`src/rtl/tkk_pkg.sv`:
```
// shared types and widths for the top-k learner keeper
// no dependencies; imported by every module of the block
package tkk_pkg;

  localparam int FEAT_W = 16;
  localparam int DATA_W = 32;
  localparam int QUEUE_DEPTH = 2;

  typedef struct packed {
    logic [FEAT_W-1:0]        feature;
    logic signed [DATA_W-1:0] threshold;
    logic signed [DATA_W-1:0] weight;
    logic                     has_learner;
    logic                     batch_end;
  } item_t;

endpackage

```
`src/rtl/tkk_front.sv`:
```
// front end: request acceptance, filtering of empty requests, two-entry queue
// depends on tkk_pkg
module tkk_front (
  input  logic                                clk,
  input  logic                                rst_n,
  input  logic                                start,
  output logic                                busy,
  input  logic [tkk_pkg::FEAT_W-1:0]          in_feature,
  input  logic signed [tkk_pkg::DATA_W-1:0]   in_threshold,
  input  logic signed [tkk_pkg::DATA_W-1:0]   in_weight,
  input  logic                                in_has_learner,
  input  logic                                in_batch_end,
  output tkk_pkg::item_t                      head,
  output logic                                head_valid,
  input  logic                                pop
);
  import tkk_pkg::*;

  item_t       q_mem_r [QUEUE_DEPTH];
  logic        wr_ptr_r, wr_ptr_nxt;
  logic        rd_ptr_r, rd_ptr_nxt;
  logic [1:0]  cnt_r, cnt_nxt;
  logic        push;
  logic        do_pop;
  item_t       new_item;

  assign busy       = (cnt_r == 2'(QUEUE_DEPTH));
  assign head_valid = (cnt_r != 2'd0);
  assign head       = q_mem_r[rd_ptr_r];

  // requests with neither a learner nor a batch end leave no trace
  assign push   = start && !busy && (in_has_learner || in_batch_end);
  assign do_pop = pop && head_valid;

  always_comb begin
    new_item.feature     = in_feature;
    new_item.threshold   = in_threshold;
    new_item.weight      = in_weight;
    new_item.has_learner = in_has_learner;
    new_item.batch_end   = in_batch_end;
  end

  always_comb begin
    wr_ptr_nxt = push ? ~wr_ptr_r : wr_ptr_r;
    rd_ptr_nxt = do_pop ? ~rd_ptr_r : rd_ptr_r;
    cnt_nxt    = cnt_r + 2'(push) - 2'(do_pop);
  end

  always_ff @(posedge clk) begin
    if (!rst_n) begin
      wr_ptr_r <= 1'b0;
      rd_ptr_r <= 1'b0;
      cnt_r    <= 2'd0;
    end else begin
      wr_ptr_r <= wr_ptr_nxt;
      rd_ptr_r <= rd_ptr_nxt;
      cnt_r    <= cnt_nxt;
    end
  end

  always_ff @(posedge clk) begin
    if (push) begin
      q_mem_r[wr_ptr_r] <= new_item;
    end
  end

endmodule

```
`src/rtl/tkk_back.sv`:
```
// back end: sorted row of kept learners, parallel insertion, rotating list readout
// depends on tkk_pkg; fed by the tkk_front queue
module tkk_back #(
  parameter int TOP_COUNT = 20
) (
  input  logic                                clk,
  input  logic                                rst_n,
  input  tkk_pkg::item_t                      head,
  input  logic                                head_valid,
  output logic                                pop,
  output logic                                out_strobe,
  output logic [tkk_pkg::FEAT_W-1:0]          out_feature,
  output logic signed [tkk_pkg::DATA_W-1:0]   out_threshold,
  output logic signed [tkk_pkg::DATA_W-1:0]   out_weight,
  output logic                                out_entry_valid,
  output logic                                out_list_end
);
  import tkk_pkg::*;

  localparam int CNT_W = $clog2(TOP_COUNT + 1);

  typedef enum logic [1:0] {
    ST_IDLE = 2'b01,
    ST_EMIT = 2'b10
  } state_t;

  state_t                    state_r, state_nxt;
  logic [CNT_W-1:0]          cnt_r, cnt_nxt;
  logic [CNT_W-1:0]          rot_r, rot_nxt;

  logic [FEAT_W-1:0]         feat_r [TOP_COUNT];
  logic signed [DATA_W-1:0]  thr_r  [TOP_COUNT];
  logic signed [DATA_W-1:0]  w_r    [TOP_COUNT];
  logic [FEAT_W-1:0]         feat_nxt [TOP_COUNT];
  logic signed [DATA_W-1:0]  thr_nxt  [TOP_COUNT];
  logic signed [DATA_W-1:0]  w_nxt    [TOP_COUNT];

  logic [FEAT_W-1:0]         feat_rot [TOP_COUNT];
  logic signed [DATA_W-1:0]  thr_rot  [TOP_COUNT];
  logic signed [DATA_W-1:0]  w_rot    [TOP_COUNT];
  logic [FEAT_W-1:0]         feat_prv [TOP_COUNT];
  logic signed [DATA_W-1:0]  thr_prv  [TOP_COUNT];
  logic signed [DATA_W-1:0]  w_prv    [TOP_COUNT];
  logic [TOP_COUNT-1:0]      ge;
  logic [TOP_COUNT-1:0]      ge_prv;

  logic                      do_ins;
  logic                      do_rot;

  logic                      strobe_r, strobe_nxt;
  logic [FEAT_W-1:0]         o_feat_r, o_feat_nxt;
  logic signed [DATA_W-1:0]  o_thr_r, o_thr_nxt;
  logic signed [DATA_W-1:0]  o_w_r, o_w_nxt;
  logic                      o_valid_r, o_valid_nxt;
  logic                      o_end_r, o_end_nxt;

  // per-cell compare and neighbor wiring
  for (genvar i = 0; i < TOP_COUNT; i++) begin : g_cell
    assign ge[i] = (CNT_W'(i) < cnt_r) && (w_r[i] >= head.weight);
    if (i == TOP_COUNT - 1) begin : g_last
      assign feat_rot[i] = feat_r[0];
      assign thr_rot[i]  = thr_r[0];
      assign w_rot[i]    = w_r[0];
    end else begin : g_mid
      assign feat_rot[i] = feat_r[i+1];
      assign thr_rot[i]  = thr_r[i+1];
      assign w_rot[i]    = w_r[i+1];
    end
    if (i == 0) begin : g_first
      assign ge_prv[i]   = 1'b1;
      assign feat_prv[i] = head.feature;
      assign thr_prv[i]  = head.threshold;
      assign w_prv[i]    = head.weight;
    end else begin : g_rest
      assign ge_prv[i]   = ge[i-1];
      assign feat_prv[i] = feat_r[i-1];
      assign thr_prv[i]  = thr_r[i-1];
      assign w_prv[i]    = w_r[i-1];
    end
  end

  assign pop    = (state_r == ST_IDLE) && head_valid;
  assign do_ins = pop && head.has_learner;
  assign do_rot = (state_r == ST_EMIT);

  always_comb begin
    for (int i = 0; i < TOP_COUNT; i++) begin
      feat_nxt[i] = feat_r[i];
      thr_nxt[i]  = thr_r[i];
      w_nxt[i]    = w_r[i];
      if (do_rot) begin
        feat_nxt[i] = feat_rot[i];
        thr_nxt[i]  = thr_rot[i];
        w_nxt[i]    = w_rot[i];
      end else if (do_ins && !ge[i]) begin
        if (ge_prv[i]) begin
          // insertion point
          feat_nxt[i] = head.feature;
          thr_nxt[i]  = head.threshold;
          w_nxt[i]    = head.weight;
        end else begin
          feat_nxt[i] = feat_prv[i];
          thr_nxt[i]  = thr_prv[i];
          w_nxt[i]    = w_prv[i];
        end
      end
    end
  end

  always_comb begin
    state_nxt   = state_r;
    cnt_nxt     = cnt_r;
    rot_nxt     = rot_r;
    strobe_nxt  = 1'b0;
    o_feat_nxt  = feat_r[0];
    o_thr_nxt   = thr_r[0];
    o_w_nxt     = w_r[0];
    o_valid_nxt = 1'b1;
    o_end_nxt   = (rot_r == cnt_r - CNT_W'(1));
    unique case (state_r)
      ST_IDLE: begin
        if (do_ins && cnt_r != CNT_W'(TOP_COUNT)) begin
          cnt_nxt = cnt_r + CNT_W'(1);
        end
        if (pop && head.batch_end) begin
          if (cnt_r == '0 && !head.has_learner) begin
            // empty list
            strobe_nxt  = 1'b1;
            o_feat_nxt  = '0;
            o_thr_nxt   = '0;
            o_w_nxt     = '0;
            o_valid_nxt = 1'b0;
            o_end_nxt   = 1'b1;
          end else begin
            state_nxt = ST_EMIT;
            rot_nxt   = '0;
          end
        end
      end
      ST_EMIT: begin
        strobe_nxt = (rot_r < cnt_r);
        rot_nxt    = rot_r + CNT_W'(1);
        if (rot_r == CNT_W'(TOP_COUNT - 1)) begin
          state_nxt = ST_IDLE;
        end
      end
      default: begin
        state_nxt = ST_IDLE;
      end
    endcase
  end

  always_ff @(posedge clk) begin
    if (!rst_n) begin
      state_r  <= ST_IDLE;
      cnt_r    <= '0;
      rot_r    <= '0;
      strobe_r <= 1'b0;
    end else begin
      state_r  <= state_nxt;
      cnt_r    <= cnt_nxt;
      rot_r    <= rot_nxt;
      strobe_r <= strobe_nxt;
    end
  end

  always_ff @(posedge clk) begin
    for (int i = 0; i < TOP_COUNT; i++) begin
      feat_r[i] <= feat_nxt[i];
      thr_r[i]  <= thr_nxt[i];
      w_r[i]    <= w_nxt[i];
    end
    o_feat_r  <= o_feat_nxt;
    o_thr_r   <= o_thr_nxt;
    o_w_r     <= o_w_nxt;
    o_valid_r <= o_valid_nxt;
    o_end_r   <= o_end_nxt;
  end

  assign out_strobe      = strobe_r;
  assign out_feature     = o_feat_r;
  assign out_threshold   = o_thr_r;
  assign out_weight      = o_w_r;
  assign out_entry_valid = o_valid_r;
  assign out_list_end    = o_end_r;

endmodule

```
`src/rtl/top_k_learner_keeper.sv`:
```
// top-k learner keeper: queue front end feeding the sorted keep list
// the first result of a batch passes the queue, the insert step and the output register;
// an empty list skips the insert step; later results follow one per cycle
// throughput: one request per cycle into the queue while busy is low; a learner is inserted
// as it is popped, a batch end holds the back end for its pop plus a full list rotation,
// during which no request is popped; results never stall. busy rises while the two-entry
// queue is full; synchronous active-low reset empties the queue and the kept list
module top_k_learner_keeper #(
  parameter int TOP_COUNT = 20
) (
  input  logic                                clk,
  input  logic                                rst_n,
  input  logic                                start,
  output logic                                busy,
  input  logic [tkk_pkg::FEAT_W-1:0]          in_feature,
  input  logic signed [tkk_pkg::DATA_W-1:0]   in_threshold,
  input  logic signed [tkk_pkg::DATA_W-1:0]   in_weight,
  input  logic                                in_has_learner,
  input  logic                                in_batch_end,
  output logic                                out_strobe,
  output logic [tkk_pkg::FEAT_W-1:0]          out_feature,
  output logic signed [tkk_pkg::DATA_W-1:0]   out_threshold,
  output logic signed [tkk_pkg::DATA_W-1:0]   out_weight,
  output logic                                out_entry_valid,
  output logic                                out_list_end
);
  import tkk_pkg::*;

  item_t head;
  logic  head_valid;
  logic  pop;

  tkk_front u_front (
    .clk            (clk),
    .rst_n          (rst_n),
    .start          (start),
    .busy           (busy),
    .in_feature     (in_feature),
    .in_threshold   (in_threshold),
    .in_weight      (in_weight),
    .in_has_learner (in_has_learner),
    .in_batch_end   (in_batch_end),
    .head           (head),
    .head_valid     (head_valid),
    .pop            (pop)
  );

  tkk_back #(
    .TOP_COUNT (TOP_COUNT)
  ) u_back (
    .clk             (clk),
    .rst_n           (rst_n),
    .head            (head),
    .head_valid      (head_valid),
    .pop             (pop),
    .out_strobe      (out_strobe),
    .out_feature     (out_feature),
    .out_threshold   (out_threshold),
    .out_weight      (out_weight),
    .out_entry_valid (out_entry_valid),
    .out_list_end    (out_list_end)
  );

  a_empty_is_end: assert property (@(posedge clk) disable iff (!rst_n)
    out_strobe && !out_entry_valid |-> out_list_end)
    else $error("empty-list result without list end");

  a_empty_is_zero: assert property (@(posedge clk) disable iff (!rst_n)
    out_strobe && !out_entry_valid |->
      out_feature == '0 && out_threshold == '0 && out_weight == '0)
    else $error("empty-list result carries data");

  a_list_sorted: assert property (@(posedge clk) disable iff (!rst_n)
    out_strobe && out_entry_valid && !out_list_end |=>
      out_strobe && out_entry_valid && out_weight <= $past(out_weight))
    else $error("kept list out of order or broken");

endmodule
```
`config.mk`:
```
export PLATFORM = sky130hd
export DESIGN_NAME = top_k_learner_keeper
export DESIGN_NICKNAME = d
export VERILOG_FILES = /design/src/rtl/tkk_pkg.sv /design/src/rtl/tkk_front.sv /design/src/rtl/tkk_back.sv /design/src/rtl/top_k_learner_keeper.sv
export SDC_FILE = /design/constraint.sdc
export NUM_CORES = 2
export LEC_CHECK = 0
export BUFFER_PORTS_ARGS = -buffer_cell sky130_fd_sc_hd__clkbuf_2
export CAP_MARGIN = 10
export CORE_MARGIN = 2
export CORE_UTILIZATION = 45
export CTS_BUF_LIST = sky130_fd_sc_hd__clkbuf_8
export DETAILED_ROUTE_END_ITERATION = 7
export PLACE_DENSITY = 0.67
export SLEW_MARGIN = 20
export SYNTH_ARGS = -nofsm -noshare
export SYNTH_HDL_FRONTEND = slang
export SYNTH_HIERARCHICAL = 1
export SYNTH_SLANG_ARGS = --single-unit
```
`constraint.sdc`:
```
create_clock -name clk -period 20.4 [get_ports clk]
set_input_delay 4.08 -clock clk [delete_from_list [all_inputs] [get_ports clk]]
set_output_delay 4.08 -clock clk [all_outputs]
set_load 0.01 [all_outputs]
```
==> flow_summary.toml <==
[global_route]
grtUsageTotal_pct = 28.9
antenna_found_initial = 16
grt_pass1_wl_mm = 507
grt_pass1_vias = 73800
grt_max_degree = 249
grt_overflow = 0

[routing]
drt_iter0_drc = 9988
wire_per_inst_um = 29.2
postRouteAntennaNets = 0
num_vias = 77500
drt_wl_total_mm = 352
viasPerCell = 6.42
drc_errors = 1
firstDrtPassIters = 8

[logic_synthesis]
ys.flop_type = "edfxtp_1"
synth_edf_count = 1764
yosys_warnings = 6
syn-num-nets = 9619
synth_seq_cells = 1864
synth_cell_types = 81
syn_avg_cell_area_um2 = 11.8
netlist_area_mm2 = 0.104
ys_async_sr_fraction_pct = 0
ys_seq_area_share_pct = 52.7
synthCells = 8880

[floorplanning]
die_x_um = 486
row_count = 176
die_h_um = 486
core_mm2 = 0.230
start_util_pct = 45.3
dieArea_mm2 = 0.236
ios = 169

[timing]
period_needed_ns = 7.92
relSlewSlack_pct = 19.1
setup_tns_ns = 0
post-route-period-util_pct = 38.8
worst_slack_ns = 12.48
tightest_slew_ns = 1.20
clock_skew_ns = 0.106
rsz0062_at_grt = "no"
holdWs_ns = 0.493
setup_viol = 0
fmax_mhz = 126
hold_viol = 0
drv_slew = 0

[layout]
stdcell_count = 12100
final_common_cell = "edfxtp_1"
fin_nets = 9519
layout_common_cells = "edfxtp_1, nand2_1, mux2i_1"
fill_cells = 20400
drive_above_1_share_pct = 11.4
syn_to_final_growth_pct = 8.75

[pwr]
power.density_mw_per_mm2 = 147
p_leak_nw = 42.2
vdd_drop_max_uv = 134
finalPower_mw = 16.6

[worst_setup_path]
end_kind = "flip-flop"
slowest_delay_ns = 1.04
critPathMostFrequentCell = "buf_4"
crit_required_ns = 21.22
rr_worst_depth = 13
slowest_stage = "o21ai_0"
cp_max_fo = 49
crit_arrival_ns = 8.74
start_kind = "flip-flop"
rrSetupSlack_ns = 12.48
crit_type = "reg -> reg"
path_cells = "mux2_2 -> inv_1 -> buf_4 -> ha_1 -> nand4_1 -> o21ai_0 -> a2111oi_0 -> a211oi_4 -> buf_4 -> buf_4 -> buf_4 -> nor3b_1 -> a221o_1"

[run_status]
violations = "design-rule violations"
status = "finished with violations"

[place]
place_hpwl_mm = 214
dp_cells = 11500
gp_congestion = 0.963
io_buffers = 168
preCtsSetupSlack_ns = 12.77

[clocking]
cts-root-buf = "clkbuf_8"
post-cts-setup-buffers = 0
cts_max_level = 5
cts_hold_buffers = 0
cts_tree = "done"
worstSkewPairLatency_ns = 1.09
cts-buffers-inserted = 342
clk_pin_slew_ns = 0.06
clockBufferDepth = 4
post_cts_resize_count = 0
clock_sinks = 1864

[flow_run]
cap_violations = 0

[worst_hold_path]
hp-class = "reg -> reg"
hold_depth = 1
## per-stage QoR
step | instance area, um2 | util [%]
final | 114000 | 49.3
after floorplan | 104000 | -
after global placement | 107000 | 46.6
after detailed placement | 107000 | 46.6
after global routing | 114000 | 49.3
after CTS | 114000 | 49.3
## layout make-up
| cell class | instances | area [um2] | share of cell area, % |
|---|---|---|---|
| inverters | 86 | 328 | 0.289 |
| diodes | 7 | 17.5 | 0.0154 |
| flip-flops and latches | 1864 | 55000 | 48.4 |
| multi-input cells | 6177 | 46000 | 40.6 |
| clock inverters | 223 | 1040 | 0.920 |
| clock buffers | 377 | 5190 | 4.57 |
| well taps | 3026 | 3790 | 3.33 |
| repair buffers | 309 | 2160 | 1.90 |
## state kept, by name, summed over array words and instances (netlist names), named ones only
register                count
u_back/out_feature         16
u_front/rd_ptr_r            1
u_front/cnt_r               2
u_back/rot_r                5
u_back/feat_r             320
u_back/cnt_r                5
u_front/wr_ptr_r            1
u_back/out_entry_valid      1
u_back/state_r              2
u_back/out_list_end         1
u_back/out_strobe           1
u_back/out_weight          32
u_back/out_threshold       32
u_back/thr_r              640
u_front/q_mem_r           164
u_back/w_r                640
## cells by family after synthesis
kind of cell | share of synthesized area (%)
XOR/XNOR | 0.151
AND/OR/NAND/NOR | 10.8
adder cells (fa/ha/maj) | 7.84
AO/OA/AOI/OAI | 12.9
buffers and inverters | 3.63
flip-flops | 52.7
multiplexers | 12.0
## path summary, 6_finish.rpt
kind                            from                 endpoint
hold / removal    u_back/thr_r[0][7]  u_back/out_threshold[7]
setup reg to reg           flip-flop      u_back/thr_r[0][56]
hold reg to reg   u_back/thr_r[0][7]  u_back/out_threshold[7]
setup / recovery           flip-flop      u_back/thr_r[0][56]
## metal layers
metal | global-route usage (%) | up-vias | routed length [um]
li1 | - | 33800 | -
met1 | 40.1 | 38400 | 145000
met2 | 43.9 | 4440 | 155000
met3 | 5.02 | 860 | 34200
met4 | 13.5 | 0 | 17800
met5 | 0 | - | 0
## synthesized netlist by cell type, drive strengths merged, types with 8 or more instances
master,n,area share (%)
edfxtp,1764,51
nand2,1182,4.2
o21ai,1047,5.0
mux2i,981,9.4
ha,654,7.8
clkbuf,479,1.7
nor3b,435,3.1
a221o,434,4.2
buf,274,1.6
a21oi,241,1.2
mux2,241,2.6
a21o,160,1.2
nand4,143,0.86
dfxtp,100,1.9
and2,86,0.52
inv,86,0.31
nor2b,72,0.44
nor2,71,0.27
nand3,60,0.29
o211ai,50,0.36
nand2b,42,0.25
nand3b,31,0.22
nor3,27,0.13
a211oi,22,0.17
nor4,21,0.13
a221oi,13,0.11
o21a,13,0.093
o21bai,13,0.093
xnor2,11,0.092
and4,9,0.076
or2,9,0.054
a2111oi,8,0.073
o22ai,8,0.048
or4,8,0.058
## critical path: cells and delay by family, from the launching register on
kind / cells / cell delay, ns
buffers and inverters: 5 / 2.92
AO/OA/AOI/OAI: 4 / 2.00
flip-flops: 1 / 0.95
multiplexers: 1 / 0.68
AND/OR/NAND/NOR: 2 / 0.59
adder cells (fa/ha/maj): 1 / 0.30
## power breakdown
part           switching, mW  total [mW]  internal [mW]
Clock                   1.64        3.39           1.75
Sequential             0.997        7.23           6.23
Combinational           3.98        6.03           2.05
Note: power is estimated with default switching activity, not from simulation.
